<file path="config.mk">
export PLATFORM = sky130hd
export DESIGN_NAME = nvme_io_queue_pair_host
export DESIGN_NICKNAME = d
export VERILOG_FILES = /design/src/sv/nvqp_pkg.sv /design/src/sv/nvqp_datapath.sv /design/src/sv/nvqp_ctrl.sv /design/src/sv/nvme_io_queue_pair_host.sv
export VERILOG_INCLUDE_DIRS = /design/src /design/src/sv
export SDC_FILE = /design/constraint.sdc
export NUM_CORES = 1
export LEC_CHECK = 0
export BUFFER_PORTS_ARGS = -buffer_cell sky130_fd_sc_hd__buf_2
export CAP_MARGIN = 0
export CORE_AREA = 5 5 213 164
export CTS_BUF_LIST = sky130_fd_sc_hd__clkbuf_4 sky130_fd_sc_hd__clkbuf_8
export CTS_CLUSTER_DIAMETER = 200
export CTS_CLUSTER_SIZE = 40
export DETAILED_ROUTE_END_ITERATION = 16
export DIE_AREA = 0 0 218 169
export HOLD_SLACK_MARGIN = 0.12
export PLACE_DENSITY = 0.89
export SLEW_MARGIN = 20
export SYNTH_ARGS = -nofsm -noshare
export SYNTH_HDL_FRONTEND = slang
export SYNTH_SLANG_ARGS = --single-unit
</file>
<file path="constraint.sdc">
create_clock -name clk -period 8.4 [get_ports clk]
set_input_delay 1.26 -clock clk [delete_from_list [all_inputs] [get_ports clk]]
set_output_delay 1.26 -clock clk [all_outputs]
set_load 0.005 [all_outputs]
</file>
<file path="src/sv/nvme_io_queue_pair_host_macros.svh">
// assertion macros shared by the queue pair rtl
`ifndef NVME_IO_QUEUE_PAIR_HOST_MACROS_SVH
`define NVME_IO_QUEUE_PAIR_HOST_MACROS_SVH

// property checked on every rising edge outside reset
`define NVQP_ASSERT(label, prop, msg) \
  label: assert property (@(posedge clk) disable iff (rst) (prop)) else $error(msg);

// antecedent implies consequent in the following cycle
`define NVQP_ASSERT_NEXT(label, ante, cons, msg) \
  `NVQP_ASSERT(label, (ante) |=> (cons), msg)

`endif

</file>
<file path="src/sv/nvqp_pkg.sv">
// ----------------------------------------------------------------------------
// nvqp_pkg
// shared types and codes of the nvme i/o queue pair host block
// ----------------------------------------------------------------------------
package nvqp_pkg;

  localparam int QUEUE_DEPTH_DEFAULT = 4;

  // operation codes
  localparam logic [1:0] OP_READ     = 2'd0;
  localparam logic [1:0] OP_WRITE    = 2'd1;
  localparam logic [1:0] OP_COMPLETE = 2'd2;

  // result kinds
  localparam logic [1:0] KIND_FORMED  = 2'd0;
  localparam logic [1:0] KIND_SUCCESS = 2'd1;
  localparam logic [1:0] KIND_PENDING = 2'd2;
  localparam logic [1:0] KIND_ERROR   = 2'd3;

  // nvm command opcodes
  localparam logic [7:0] OPC_READ  = 8'h02;
  localparam logic [7:0] OPC_WRITE = 8'h01;

  // doorbell region start within the bar
  localparam logic [34:0] DOORBELL_BASE = 35'h1000;

  // configuration register indexes
  localparam logic [1:0] CFG_DSTRD = 2'd0;
  localparam logic [1:0] CFG_NSID  = 2'd1;
  localparam logic [1:0] CFG_QID   = 2'd2;

  localparam int CFG_DATA_W = 32;

  // controller states
  typedef enum logic [1:0] {
    ST_IDLE = 2'b01,
    ST_EXEC = 2'b10
  } ctrl_state_t;

  // controller to datapath
  typedef struct packed {
    logic capture;
    logic execute;
  } dp_cmd_t;

  // datapath to controller
  typedef struct packed {
    logic op_known;
  } dp_status_t;

endpackage

</file>
<file path="src/sv/nvqp_datapath.sv">
// ----------------------------------------------------------------------------
// nvqp_datapath
// input capture, queue pointers, command forming and doorbell arithmetic
// ----------------------------------------------------------------------------
`include "nvme_io_queue_pair_host_macros.svh"

module nvqp_datapath
  import nvqp_pkg::*;
#(
  parameter int QUEUE_DEPTH = QUEUE_DEPTH_DEFAULT
) (
  input  logic                  clk,
  input  logic                  rst,
  input  dp_cmd_t               cmd,
  output dp_status_t            status,
  input  logic                  cfg_write,
  input  logic [1:0]            cfg_index,
  input  logic [CFG_DATA_W-1:0] cfg_data,
  input  logic [1:0]            operation,
  input  logic [63:0]           start_block,
  input  logic [16:0]           block_count,
  input  logic [63:0]           buffer_address,
  input  logic [15:0]           completion_status_word,
  output logic [1:0]            result_kind,
  output logic [1:0]            slot_index,
  output logic [7:0]            command_opcode,
  output logic [15:0]           command_identifier,
  output logic [31:0]           command_namespace,
  output logic [63:0]           data_pointer,
  output logic [31:0]           lba_low_word,
  output logic [31:0]           lba_high_word,
  output logic [15:0]           blocks_minus_one,
  output logic [34:0]           doorbell_offset,
  output logic [1:0]            doorbell_value,
  output logic [14:0]           error_code
);

  localparam int PTR_W = (QUEUE_DEPTH > 2) ? $clog2(QUEUE_DEPTH) : 1;
  localparam logic [PTR_W-1:0] LAST_SLOT = PTR_W'(QUEUE_DEPTH - 1);

  // configuration registers
  logic [3:0]  dstrd;
  logic [31:0] nsid;
  logic [15:0] qid;

  // captured item
  logic [1:0]  op_q;
  logic [63:0] lba_q;
  logic [16:0] count_q;
  logic [63:0] buf_q;
  logic [15:0] word_q;

  // queue state
  logic [PTR_W-1:0] tail;
  logic [PTR_W-1:0] head;
  logic             phase;

  logic [PTR_W-1:0] tail_next;
  logic [PTR_W-1:0] head_next;
  logic             is_submit;
  logic             is_complete;
  logic             is_pending;
  logic [15:0]      nlb;
  logic [16:0]      db_index;
  logic [34:0]      db_offset;
  logic [15:0]      tail_ext;
  logic [15:0]      head_ext;
  logic [15:0]      tail_next_ext;
  logic [15:0]      head_next_ext;

  // configuration writes
  always_ff @(posedge clk) begin
    if (rst) begin
      dstrd <= 4'd0;
      nsid  <= 32'd1;
      qid   <= 16'd1;
    end else if (cfg_write) begin
      case (cfg_index)
        CFG_DSTRD: dstrd <= cfg_data[3:0];
        CFG_NSID:  nsid  <= cfg_data[31:0];
        CFG_QID:   qid   <= cfg_data[15:0];
        default:   ;
      endcase
    end
  end

  // capture on transfer
  always_ff @(posedge clk) begin
    if (cmd.capture) begin
      op_q    <= operation;
      lba_q   <= start_block;
      count_q <= block_count;
      buf_q   <= buffer_address;
      word_q  <= completion_status_word;
    end
  end

  // decode
  assign is_submit   = (op_q == OP_READ) || (op_q == OP_WRITE);
  assign is_complete = (op_q == OP_COMPLETE);
  assign is_pending  = word_q[0] != phase;
  assign status.op_known = is_submit || is_complete;

  // pointer advance with wrap
  assign tail_next = (tail == LAST_SLOT) ? '0 : tail + PTR_W'(1);
  assign head_next = (head == LAST_SLOT) ? '0 : head + PTR_W'(1);

  assign tail_ext      = 16'(tail);
  assign head_ext      = 16'(head);
  assign tail_next_ext = 16'(tail_next);
  assign head_next_ext = 16'(head_next);

  // zero-based block count, saturating at both ends
  always_comb begin
    if (count_q == 17'd0) begin
      nlb = 16'd0;
    end else if (count_q[16] && (count_q[15:0] != 16'd0)) begin
      nlb = 16'hFFFF;
    end else begin
      nlb = 16'(count_q - 17'd1);
    end
  end

  // doorbell: base + (2*qid + which) * (4 << dstrd)
  assign db_index  = {qid, is_complete};
  assign db_offset = DOORBELL_BASE + ((35'(db_index) << dstrd) << 2);

  // queue state update
  always_ff @(posedge clk) begin
    if (rst) begin
      tail  <= '0;
      head  <= '0;
      phase <= 1'b1;
    end else if (cmd.execute) begin
      if (is_submit) begin
        tail <= tail_next;
      end else if (is_complete && !is_pending) begin
        head <= head_next;
        if (head == LAST_SLOT) begin
          phase <= ~phase;
        end
      end
    end
  end

  // result registers
  always_ff @(posedge clk) begin
    if (cmd.execute) begin
      result_kind        <= KIND_FORMED;
      slot_index         <= tail_ext[1:0];
      command_opcode     <= 8'd0;
      command_identifier <= 16'd0;
      command_namespace  <= 32'd0;
      data_pointer       <= 64'd0;
      lba_low_word       <= 32'd0;
      lba_high_word      <= 32'd0;
      blocks_minus_one   <= 16'd0;
      doorbell_offset    <= 35'd0;
      doorbell_value     <= 2'd0;
      error_code         <= 15'd0;
      if (is_submit) begin
        command_opcode     <= (op_q == OP_READ) ? OPC_READ : OPC_WRITE;
        command_identifier <= tail_ext;
        command_namespace  <= nsid;
        data_pointer       <= buf_q;
        lba_low_word       <= lba_q[31:0];
        lba_high_word      <= lba_q[63:32];
        blocks_minus_one   <= nlb;
        doorbell_offset    <= db_offset;
        doorbell_value     <= tail_next_ext[1:0];
      end else begin
        slot_index <= head_ext[1:0];
        if (is_pending) begin
          result_kind <= KIND_PENDING;
        end else begin
          result_kind     <= (word_q[15:1] != 15'd0) ? KIND_ERROR : KIND_SUCCESS;
          doorbell_offset <= db_offset;
          doorbell_value  <= head_next_ext[1:0];
          error_code      <= word_q[15:1];
        end
      end
    end
  end

  // a pending completion leaves the head and phase alone
  `NVQP_ASSERT_NEXT(a_pending_holds_head, cmd.execute && is_complete && is_pending,
    $stable(head) && $stable(phase), "pending completion moved the head")
  // every submit moves the tail
  `NVQP_ASSERT_NEXT(a_submit_moves_tail, cmd.execute && is_submit,
    tail != $past(tail), "submit did not advance the tail")

endmodule

</file>
<file path="src/sv/nvqp_ctrl.sv">
// ----------------------------------------------------------------------------
// nvqp_ctrl
// sequencer: accepts a command, runs the execute state and, for a known operation, raises done
// ----------------------------------------------------------------------------
`include "nvme_io_queue_pair_host_macros.svh"

module nvqp_ctrl
  import nvqp_pkg::*;
(
  input  logic       clk,
  input  logic       rst,
  input  logic       start,
  output logic       busy,
  output logic       done,
  output dp_cmd_t    cmd,
  input  dp_status_t status
);

  ctrl_state_t state;
  ctrl_state_t state_next;

  // next state
  always_comb begin
    case (state)
      ST_IDLE: state_next = start ? ST_EXEC : ST_IDLE;
      ST_EXEC: state_next = ST_IDLE;
      default: state_next = ST_IDLE;
    endcase
  end

  always_ff @(posedge clk) begin
    if (rst) begin
      state <= ST_IDLE;
      done  <= 1'b0;
    end else begin
      state <= state_next;
      done  <= (state == ST_EXEC) && status.op_known;
    end
  end

  // datapath commands
  assign busy        = (state != ST_IDLE);
  assign cmd.capture = (state == ST_IDLE) && start;
  assign cmd.execute = (state == ST_EXEC);

  // a result only follows an execute cycle
  `NVQP_ASSERT(a_done_after_exec, done |-> $past(state == ST_EXEC),
    "done without a preceding execute cycle")
  // an accepted transfer always moves into execute
  `NVQP_ASSERT_NEXT(a_start_enters_exec, start && !busy, state == ST_EXEC,
    "accepted command did not execute")

endmodule

</file>
<file path="src/sv/nvme_io_queue_pair_host.sv">
// ----------------------------------------------------------------------------
// nvme_io_queue_pair_host
// host side of one nvme i/o submission/completion queue pair
// ----------------------------------------------------------------------------
// Usage:
//   A command is taken when start is high and busy is low. operation selects
//   submit read, submit write or examine the completion entry at the head;
//   code 3 is taken but raises no done and leaves the queue state alone.
//   A submit forms the command fields for the current tail slot and reports
//   the submission doorbell offset and new tail. A completion reports
//   pending on phase mismatch, else success or error with the completion
//   doorbell offset and new head.
//   A command is captured in the idle state and executed in the execute
//   state; done pulses for one cycle the cycle after, with the result
//   on the output ports. The two-state sequencer takes no new command
//   while busy but can take one while done is high. Results must be
//   taken when done is high; there is no backpressure.
//   Configuration (cfg_write, cfg_index, cfg_data) writes take effect at once;
//   the user must issue them while the block is idle; it is not enforced.
//   Reset: tail and head 0, expected phase 1, stride exponent 0, namespace
//   1, queue id 1.
// ----------------------------------------------------------------------------
module nvme_io_queue_pair_host
  import nvqp_pkg::*;
#(
  parameter int QUEUE_DEPTH = QUEUE_DEPTH_DEFAULT
) (
  input  logic                  clk,
  input  logic                  rst,
  input  logic                  cfg_write,
  input  logic [1:0]            cfg_index,
  input  logic [CFG_DATA_W-1:0] cfg_data,
  input  logic                  start,
  output logic                  busy,
  input  logic [1:0]            operation,
  input  logic [63:0]           start_block,
  input  logic [16:0]           block_count,
  input  logic [63:0]           buffer_address,
  input  logic [15:0]           completion_status_word,
  output logic                  done,
  output logic [1:0]            result_kind,
  output logic [1:0]            slot_index,
  output logic [7:0]            command_opcode,
  output logic [15:0]           command_identifier,
  output logic [31:0]           command_namespace,
  output logic [63:0]           data_pointer,
  output logic [31:0]           lba_low_word,
  output logic [31:0]           lba_high_word,
  output logic [15:0]           blocks_minus_one,
  output logic [34:0]           doorbell_offset,
  output logic [1:0]            doorbell_value,
  output logic [14:0]           error_code
);

  dp_cmd_t    cmd;
  dp_status_t status;

  // sequencer
  nvqp_ctrl u_ctrl (
    .clk    (clk),
    .rst    (rst),
    .start  (start),
    .busy   (busy),
    .done   (done),
    .cmd    (cmd),
    .status (status)
  );

  // datapath
  nvqp_datapath #(
    .QUEUE_DEPTH (QUEUE_DEPTH)
  ) u_datapath (
    .clk                    (clk),
    .rst                    (rst),
    .cmd                    (cmd),
    .status                 (status),
    .cfg_write              (cfg_write),
    .cfg_index              (cfg_index),
    .cfg_data               (cfg_data),
    .operation              (operation),
    .start_block            (start_block),
    .block_count            (block_count),
    .buffer_address         (buffer_address),
    .completion_status_word (completion_status_word),
    .result_kind            (result_kind),
    .slot_index             (slot_index),
    .command_opcode         (command_opcode),
    .command_identifier     (command_identifier),
    .command_namespace      (command_namespace),
    .data_pointer           (data_pointer),
    .lba_low_word           (lba_low_word),
    .lba_high_word          (lba_high_word),
    .blocks_minus_one       (blocks_minus_one),
    .doorbell_offset        (doorbell_offset),
    .doorbell_value         (doorbell_value),
    .error_code             (error_code)
  );

endmodule
</file>
### Yosys cells after proc, flatten, opt, wreduce, memory -nomap -nowiden

Cells that the tools add are included.

* add/subtract/negate cells: 4
* multipliers: 0
* div/mod/pow operators: 0
* order comparisons: 0
* eq/ne operators: 10
* shift-type cells: 1
* mux-type cells: 12
* bitwise logic cells: 3
* reduce and logical (&&, ||, !) cells: 21

Operators by type and width (count)
* 35-bit 2-to-1 mux: 2
* 13-bit by 35-bit adder with 35-bit output, first input constant: 1
* 17-bit by 4-bit left shift with 33-bit output: 1
* 2-bit 2-to-1 mux: 9
* 17-bit logical NOT: 1
* 16-bit 2-to-1 mux: 1
* 16-bit nonzero test: 1
* 16-bit by 1-bit subtractor with 16-bit output, second input constant: 1
* 15-bit nonzero test: 1
* 2-bit == test, second input constant: 5
* 2-bit AND reduction: 4
* 2-bit by 1-bit == test with 1-bit output, second input constant: 3
* 2-bit OR reduction: 3
* 2-bit by 1-bit adder with 2-bit output, second input constant: 2
* 1-bit logical AND: 4
* 2-bit logical NOT: 2
* 4-bit AND reduction: 1
* 1-bit NOT: 3
* 3-bit AND reduction: 1
* 1-bit logical OR: 2
* 2-bit by 1-bit inequality test with 1-bit output, second input constant: 1
* 1-bit logical NOT: 1
* 1-bit inequality test: 1

* register bits: 479
* bits in latches: 0
* bits in writable memories: 0
* bits in read-only memories: 0
* bits of input ports: 201
* output and inout bits: 258
* word-level logic and storage cells: 78
* memories: 0

### Longest topological paths before layout

Gate-level depths: netlist of run 1.

* depth in word-level cells: 5
* gate-level depth with buffers: 15
* depth with buffers taken out: 10

### Cells and area by module

Synthesis of run 1 repeated with hierarchy kept, for this count alone.

* cells, all modules: 1185
* area total of the unflattened synthesis: 17571.9 um^2

Modules (own cells, without submodules)
* nvqp_datapath: instances 1, cells each 1176, area each 17450.5 um^2
* nvqp_ctrl: instances 1, cells each 9, area each 121.4 um^2

### Worst setup path after synthesis of run 1

Ideal clock, no wire load.

* path kind: register to register
* start: register u_ctrl.state[0]
* end: register u_datapath.head[0]
* arrival: 6.167 ns
* required time: 8.335 ns
* slack: 2.168 ns
* cell stages (with the launch flop): 7
* buffers on the path: 0
* period minus slack after synthesis: 6.232 ns
* cells stage by stage: dfxtp_1 -> nand2b_1 -> inv_1 -> nand3_1 -> nor3_1 -> a21oi_1 -> nor2_1

* longest elaborated chain between the ends: 2

RTL lines
* start, declared: RTL line nvqp_ctrl.sv:19 `ctrl_state_t state;`
* start signal, assigned: RTL line nvqp_ctrl.sv:36 `state <= state_next;`
* 2-bit == test: RTL line nvqp_ctrl.sv:44 `assign cmd.execute = (state == ST_EXEC);`
* 3-bit AND reduction (no line)
* end signal, assigned: RTL line nvqp_datapath.sv:138 `head <= head_next;`
* end, declared: RTL line nvqp_datapath.sv:55 `logic [PTR_W-1:0] head;`

No other way between the ends.
A chain may end at the register's enable or synchronous reset.

### Final worst setup path of run 1

* start: register u_datapath.dstrd[0]
* end: register u_datapath.doorbell_offset[28], data pin

* longest elaborated chain between the ends: 4

RTL lines
* start, declared: RTL line nvqp_datapath.sv:42 `logic [3:0] dstrd;`
* start signal, assigned: RTL line nvqp_datapath.sv:79 `CFG_DSTRD: dstrd <= cfg_data[3:0];`
* 17-bit by 4-bit left shift with 33-bit output (*): RTL line nvqp_datapath.sv:126 `assign db_offset = DOORBELL_BASE + ((35'(db_index) << dstrd) << 2);`
* 13-bit by 35-bit adder with 35-bit output (*): RTL line nvqp_datapath.sv:126
* 35-bit 2-to-1 mux: RTL line nvqp_datapath.sv:173 `if (is_pending) begin`
* 35-bit 2-to-1 mux (*): RTL line nvqp_datapath.sv:161 `if (is_submit) begin`
* end signal, assigned: RTL line nvqp_datapath.sv:169 `doorbell_offset <= db_offset;`
* end signal, assigned: RTL line nvqp_datapath.sv:177 `doorbell_offset <= db_offset;`
* end, declared: RTL line nvqp_datapath.sv:33 `output logic [34:0] doorbell_offset,`

Mark *: on every way between the ends. The rest lies on a longest branch, timed or not.

==> impl_metrics.py, run 1 <==
metrics = {
    "status": {
        "outcome": "completed",
    },
    "finish": {
        "drive_gt1_frac": 0.324,
        "nNetsFinal": 1789,
        "fin_cells": 2045,
        "final_util": 0.624,
        "area_growth_pct": 15.9,
    },
    "timing": {
        "finalCritPeriodShare": 0.441,
        "fin_ws_ns": 4.70,
        "skew_ns": 0.0442,
        "rsz0062_at_grt": "no",
        "finalCriticalPeriod_ns": 3.70,
        "fin_setup_tns_ns": 0,
        "tightest_slew_ns": 1.08,
        "max_freq_mhz": 270,
        "hold_violations": 0,
        "maxSlewViolCount": 0,
        "slew-limit-headroom": 0.281,
        "setup_violations": 0,
    },
    "placement": {
        "place_ws_ns": 4.79,
        "dp.cells": 2015,
        "routabilityCongestion": 0.909,
        "dpl.hpwl_microns": 30100,
        "port_buffers": 436,
    },
    "drt": {
        "drtIter0Drc": 1125,
        "wl_microns": 41400,
        "vias_per_cell": 5.34,
        "drtAntennaViolNets": 0,
        "first_pass_iters": 7,
        "wl_per_cell_microns": 20.3,
        "num_vias": 10900,
        "post-route-drc-count": 0,
    },
    "clock_network": {
        "clock_sinks": 457,
        "cts_resized": 0,
        "htreeDepth": 1,
        "worst_skew_pair.late_latency_ns": 0.61,
        "clockBufferDepth": 3,
        "clk_pin_slew_ns": 0.24,
        "clockRootBuffer": "clkbuf_8",
        "ctsHoldBuffers": 0,
        "post_cts_buffers": 0,
        "cts_tree": "done",
        "cts_buffers": 15,
    },
    "pwr": {
        "swShare": 0.215,
        "power.density_nw_per_um2": 179,
        "clockPowerShare": 0.227,
        "peakVddDrop_v": 0.000161,
        "p_leak_uw": 0.00772,
        "cell_internal_pwr_uw": 2870,
        "power_uw": 3660,
        "p_seq_frac": 0.707,
        "combPwrFrac": 0.066,
        "switchingPower_uw": 788,
    },
    "yosys": {
        "synth.yosys.seq_area_share": 0.744,
        "ys_types": 74,
        "ys_warn_count": 0,
        "syn_avg_cell_area_sq_um": 14.9,
        "synth-edff-count": 397,
        "synthCells": 1181,
        "synthArstFlopShare": 0,
        "syn_area_sq_um": 17600,
        "synth-seq-cells": 457,
        "synth-main-ff-cell": "edfxtp_1",
    },
    "floorplanning": {
        "initial_core_util": 0.538,
        "core-area_sq_um": 32800,
        "die-area_sq_um": 36800,
        "fp.dieW_microns": 218,
        "num_rows": 58,
        "ios": 459,
        "die_h_microns": 169,
    },
    "global_routing": {
        "grt_start_max_net_pins": 193,
        "gr-usage-all-layers": 0.211,
        "grt_pass1_wl_microns": 60600,
        "grt_pass1_vias": 10300,
        "antenna_found_initial": 11,
        "grt-ovfl-total": 0,
    },
    "flow_run": {
        "maxCapViolations": 0,
    },
    "critical_path": {
        "worstPathArrival_ns": 4.10,
        "crit_buf_inv": 2,
        "cp_max_fo": 26,
        "cp_top_family": "flip-flops",
        "path_class": "reg2reg",
        "required_ns": 8.80,
        "cpMaxStageDelayCell": "dfxtp_1",
        "cp-start-kind": "flop",
        "crit_path_frequent_cell": "inv_1",
        "worstPathCellList": "inv_1 -> mux4_2 -> o21ai_0 -> ha_1 -> inv_1 -> a211oi_1 -> nor3b_1 -> and4_1 -> nor3_2",
        "crit_path_max_incr_delay_ns": 0.98,
        "endpoint_kind": "flop",
    },
    "hold_path": {
        "hold_path.class": "reg2reg",
    },
}
[state kept, by name, summed over array words and instances (netlist names), 17 cells and up]
signal / flops
u_datapath.buf_q: 64
u_datapath.command_namespace: 32
u_datapath.count_q: 17
u_datapath.data_pointer: 64
u_datapath.doorbell_offset: 33
u_datapath.lba_high_word: 32
u_datapath.lba_low_word: 32
u_datapath.lba_q: 64
u_datapath.nsid: 32
[cell usage after synthesis, types with 3 or more instances]
master,instances,share of area
a31oi_1,5,0.0018
nand3b_1,5,0.0021
buf_4,22,0.0094
xnor2_1,14,0.0069
and3b_1,3,0.0015
buf_2,6,0.0017
a21o_1,4,0.0017
and2_1,5,0.0018
nor3_2,3,0.0017
clkbuf_1,47,0.010
dfxtp_1,60,0.068
and3_1,17,0.0060
and4_1,3,0.0015
mux4_2,15,0.019
nand3_1,12,0.0034
a211oi_1,4,0.0017
mux2_2,7,0.0045
nor3b_1,3,0.0013
buf_8,3,0.0026
or4_1,3,0.0013
or3_1,3,0.0011
a21oi_1,74,0.021
mux2i_1,14,0.0079
nand4_1,6,0.0021
nor2b_1,166,0.059
xor2_1,10,0.0050
ha_1,5,0.0035
inv_1,13,0.0028
nor3_1,13,0.0037
nor2_1,45,0.0096
nor4_1,6,0.0021
nand2b_1,8,0.0028
o21ai_0,10,0.0028
edfxtp_1,397,0.68
nand2_1,123,0.026
[layer usage]
layer,up-vias,GRT usage,part of all wire
met3,76,0.0370,0.085
li1,5001,-,-
met2,543,0.359,0.50
met4,10,0.0540,0.029
met5,-,0,0.0012
met1,5282,0.288,0.39
[worst min-delay path, stage by stage, from the launching register on]
cell     delay, ns
dfxtp_1       0.34
nand2_1       0.05
a21oi_1       0.05
[stage by stage]
step / area, sq um / hold WS, ns
2_1_floorplan: 17700 / 0.432
3_3_place_gp: 20100 / 0.438
3_5_place_dp: 20100 / 0.443
4_1_cts: 20400 / 0.466
5_1_grt: 20500 / 0.486
6_report: 20500 / 0.463
[cell type report]
type	instances	area [sq um]
antenna	4	10.0
clock buffer	24	274
clock inverter	1	30.0
fill	2467	12300
inverter	13	61.3
multi-input combinational	651	4110
sequential	457	13100
tap	450	563
timing repair buffer	445	2280
[logic make-up (layout without fill, tap and decap cells)]
logic type      after synthesis  count (layout)  synth area share
simple gates                436             436             0.134
mux                          38              38            0.0330
compound gates              125             125            0.0452
other cells                   1              27          0.000213
xor+xnor                     24              24            0.0119
buf+inv                      95             483            0.0282
fa+ha+maj                     5               5           0.00355
flops                       457             457             0.744
[layout by cell type (no fill, tap or decap), drive strengths merged, types with 4 or more instances in the layout]
master    n
a211oi    4
a21o      4
a21oi    75
a31oi     6
and2      6
and3     18
buf     445
clkbuf   24
conb     23
dfxtp    60
diode     4
edfxtp  397
ha        5
inv      13
mux2      9
mux2i    14
mux4     15
nand2   123
nand2b    9
nand3    12
nand3b    5
nand4     6
nor2     45
nor2b   167
nor3     17
nor4      7
o21ai    12
xnor2    14
xor2     10
[worst paths after layout]
path / slack (ns) / end / startpoint / cells past startpoint
setup reg to reg: 4.70 / u_datapath.doorbell_offset[28] / u_datapath.dstrd[0] / 9
hold / removal: 0.46 / u_datapath.nsid[17] / u_datapath.nsid[17] / 2
hold reg to reg: 0.46 / u_datapath.nsid[17] / u_datapath.nsid[17] / 2
setup / recovery: 4.70 / u_datapath.doorbell_offset[28] / u_datapath.dstrd[0] / 9
[power by group through the flow]
| stage | Clock (uW) | Combinational [uW] | Sequential (uW) |
|---|---|---|---|
| final | 830 | 240 | 2590 |
| after global routing | 932 | 263 | 2590 |
| after CTS | 851 | 240 | 2590 |
| after detailed placement | 0 | 240 | 2640 |
| after global placement | 0 | 230 | 2630 |
| after floorplan | 0 | 144 | 2630 |
(Power assumes the default switching activity.)
==> inputs of run 2 (changes only) <==
--- a/config.mk
+++ b/config.mk
@@ -8,14 +8,14 @@
 export LEC_CHECK = 0
 export BUFFER_PORTS_ARGS = -buffer_cell sky130_fd_sc_hd__buf_2
 export CAP_MARGIN = 0
-export CORE_AREA = 5 5 213 164
+export CORE_AREA = 5 5 226 173
 export CTS_BUF_LIST = sky130_fd_sc_hd__clkbuf_4 sky130_fd_sc_hd__clkbuf_8
 export CTS_CLUSTER_DIAMETER = 200
 export CTS_CLUSTER_SIZE = 40
 export DETAILED_ROUTE_END_ITERATION = 16
-export DIE_AREA = 0 0 218 169
+export DIE_AREA = 0 0 231 178
 export HOLD_SLACK_MARGIN = 0.12
-export PLACE_DENSITY = 0.89
+export PLACE_DENSITY = 0.84
 export SLEW_MARGIN = 20
 export SYNTH_ARGS = -nofsm -noshare
 export SYNTH_HDL_FRONTEND = slang
==> constraint.sdc (replaced) <==
create_clock -name clk -period 3.1 [get_ports clk]
set_input_delay 0.465 -clock clk [delete_from_list [all_inputs] [get_ports clk]]
set_output_delay 0.465 -clock clk [all_outputs]
set_load 0.005 [all_outputs]
==> impl_metrics.py, run 2 (synthesis gave the netlist of run 1 again) <==
metrics = {
    "floorplanning": {
        "ios": 459,
        "initial_core_util": 0.482,
        "die_h_microns": 178,
        "fp.dieW_microns": 231,
        "core-area_sq_um": 36600,
        "num_rows": 61,
        "die-area_sq_um": 41100,
    },
    "finish": {
        "area_growth_pct": 28.7,
        "final_common_cell": "buf_2",
        "drive_gt1_frac": 0.301,
        "mostFrequentLayoutCells": "buf_2, edfxtp_1, dlygate4sd3_1",
        "reg_top3": "u_datapath.buf_q (64), u_datapath.data_pointer (64), u_datapath.lba_q (64)",
        "final_cell_area_sq_um": 22700,
        "nNetsFinal": 2012,
        "final_util": 0.620,
    },
    "global_routing": {
        "grt_pass1_vias": 12200,
        "grt_start_max_net_pins": 89,
        "antenna_found_initial": 10,
        "grt_pass1_wl_microns": 71800,
        "gr-usage-all-layers": 0.225,
        "grt-ovfl-total": 0,
    },
    "drt": {
        "drtIter0Drc": 1060,
        "wl_per_cell_microns": 21.2,
        "num_vias": 11900,
        "post-route-drc-count": 0,
        "vias_per_cell": 5.20,
        "drtAntennaViolNets": 0,
        "first_pass_iters": 5,
        "wl_microns": 48700,
    },
    "timing": {
        "tightest_slew_ns": 0.857,
        "finalCriticalPeriod_ns": 2.96,
        "maxSlewViolCount": 0,
        "skew_ns": 0.0656,
        "hold_violations": 0,
        "max_freq_mhz": 338,
        "rsz0062_at_grt": "no",
        "slew-limit-headroom": 0.429,
        "finalCritPeriodShare": 0.955,
        "setup_violations": 0,
        "fin_ws_ns": 0.140,
        "hold_slack_ns": 0.173,
    },
    "clock_network": {
        "cts_tree": "done",
        "clk_pin_slew_ns": 0.24,
        "worst_skew_pair.late_latency_ns": 0.63,
        "cts_buffers": 15,
        "htreeDepth": 1,
        "clockBufferDepth": 3,
        "clock_sinks": 457,
        "clockRootBuffer": "clkbuf_8",
    },
    "critical_path": {
        "r2r_slack_ns": 0.14,
        "cp_max_fo": 17,
        "r2r_cells": 9,
        "r2r-start": "u_datapath.dstrd[1]",
        "required_ns": 3.52,
        "path_class": "reg2reg",
        "cp-start-kind": "flop",
        "worstPathArrival_ns": 3.38,
        "reg2reg_to": "u_datapath.doorbell_offset[28]",
        "endpoint_kind": "flop",
    },
    "placement": {
        "place_ws_ns": 0.0640,
        "postPlaceCellArea_sq_um": 20400,
        "port_buffers": 436,
        "routabilityCongestion": 0.863,
        "dpl.hpwl_microns": 31900,
    },
    "pwr": {
        "power.density_nw_per_um2": 450,
        "p_leak_uw": 0.00868,
        "peakVddDrop_v": 0.000357,
    },
    "flow_run": {
        "maxCapViolations": 0,
    },
    "hold_path": {
        "hold_start": "start",
        "holdPathEnd": "u_ctrl.state[1]",
        "hold_path.class": "in2reg",
        "whs_path_depth": 3,
    },
    "status": {
        "outcome": "completed",
    },
}
## run 2: per-stage QoR
| step | power, uW | std cells | setup TNS (ns) |
|---|---|---|---|
| 2_1_floorplan | 7520 | 1203 | -348.44 |
| 3_3_place_gp | 7810 | 2066 | 0 |
| 3_5_place_dp | 7840 | 2066 | 0 |
| 4_1_cts | 10300 | 2286 | 0 |
| 5_1_grt | 10600 | 2295 | 0 |
| 6_report | 10200 | 2296 | 0 |
## run 2: worst max-delay path by stage
stage                                endpoint  cells after the start                start  slack, ns
6_report       u_datapath.doorbell_offset[28]                      9  u_datapath.dstrd[1]       0.14
5_1_grt        u_datapath.doorbell_offset[28]                      9  u_datapath.dstrd[1]       0.01
3_3_place_gp   u_datapath.doorbell_offset[24]                     10  u_datapath.dstrd[1]       0.14
3_5_place_dp   u_datapath.doorbell_offset[24]                     10  u_datapath.dstrd[1]       0.06
4_1_cts        u_datapath.doorbell_offset[24]                     10  u_datapath.dstrd[1]       0.03
2_1_floorplan              u_datapath.head[1]                      5      u_ctrl.state[0]      -1.31
## run 2: area by class of cell
cell class	count	area, sq um
clock buffer	24	274
inverter	13	56.3
clock inverter	1	30.0
tap	472	591
multi-input combinational	651	4120
timing repair buffer	668	4490
antenna	10	25.0
fill	2636	13900
sequential	457	13100
## run 2: what timing repair did
| item | CTS | global route |
|---|---|---|
| hold endpoints to repair | 215 | 0 |
| setup endpoints to repair | 0 | 10 |
| gates resized for setup | 0 | 4 |
| buffers inserted | 0 | 0 |
| hold buffers | 195 | 0 |
## run 2: power by group
| group | switching [uW] | internal [uW] | leakage (uW) |
|---|---|---|---|
| Clock | 1700 | 589 | 0.000161 |
| Sequential | 87.8 | 6920 | 0.00428 |
| Combinational | 479 | 454 | 0.00424 |
## run 2: critical path, cell delays in order (launching register included)
cell and delay (ns):
dfxtp_2 0.47, buf_4 0.29, mux4_2 0.55, mux2_2 0.31
and2_1 0.22, a32oi_4 0.35, nor3b_1 0.15, buf_4 0.16
a31oi_1 0.18, nor3_2 0.06
## run 2: layer usage
layer | global-route usage | up-vias | share of wire
li1 | - | 5449 | -
met1 | 0.284 | 5796 | 0.38
met2 | 0.388 | 582 | 0.50
met3 | 0.0471 | 110 | 0.078
met4 | 0.0832 | 2 | 0.041
met5 | 0 | - | 0.00027
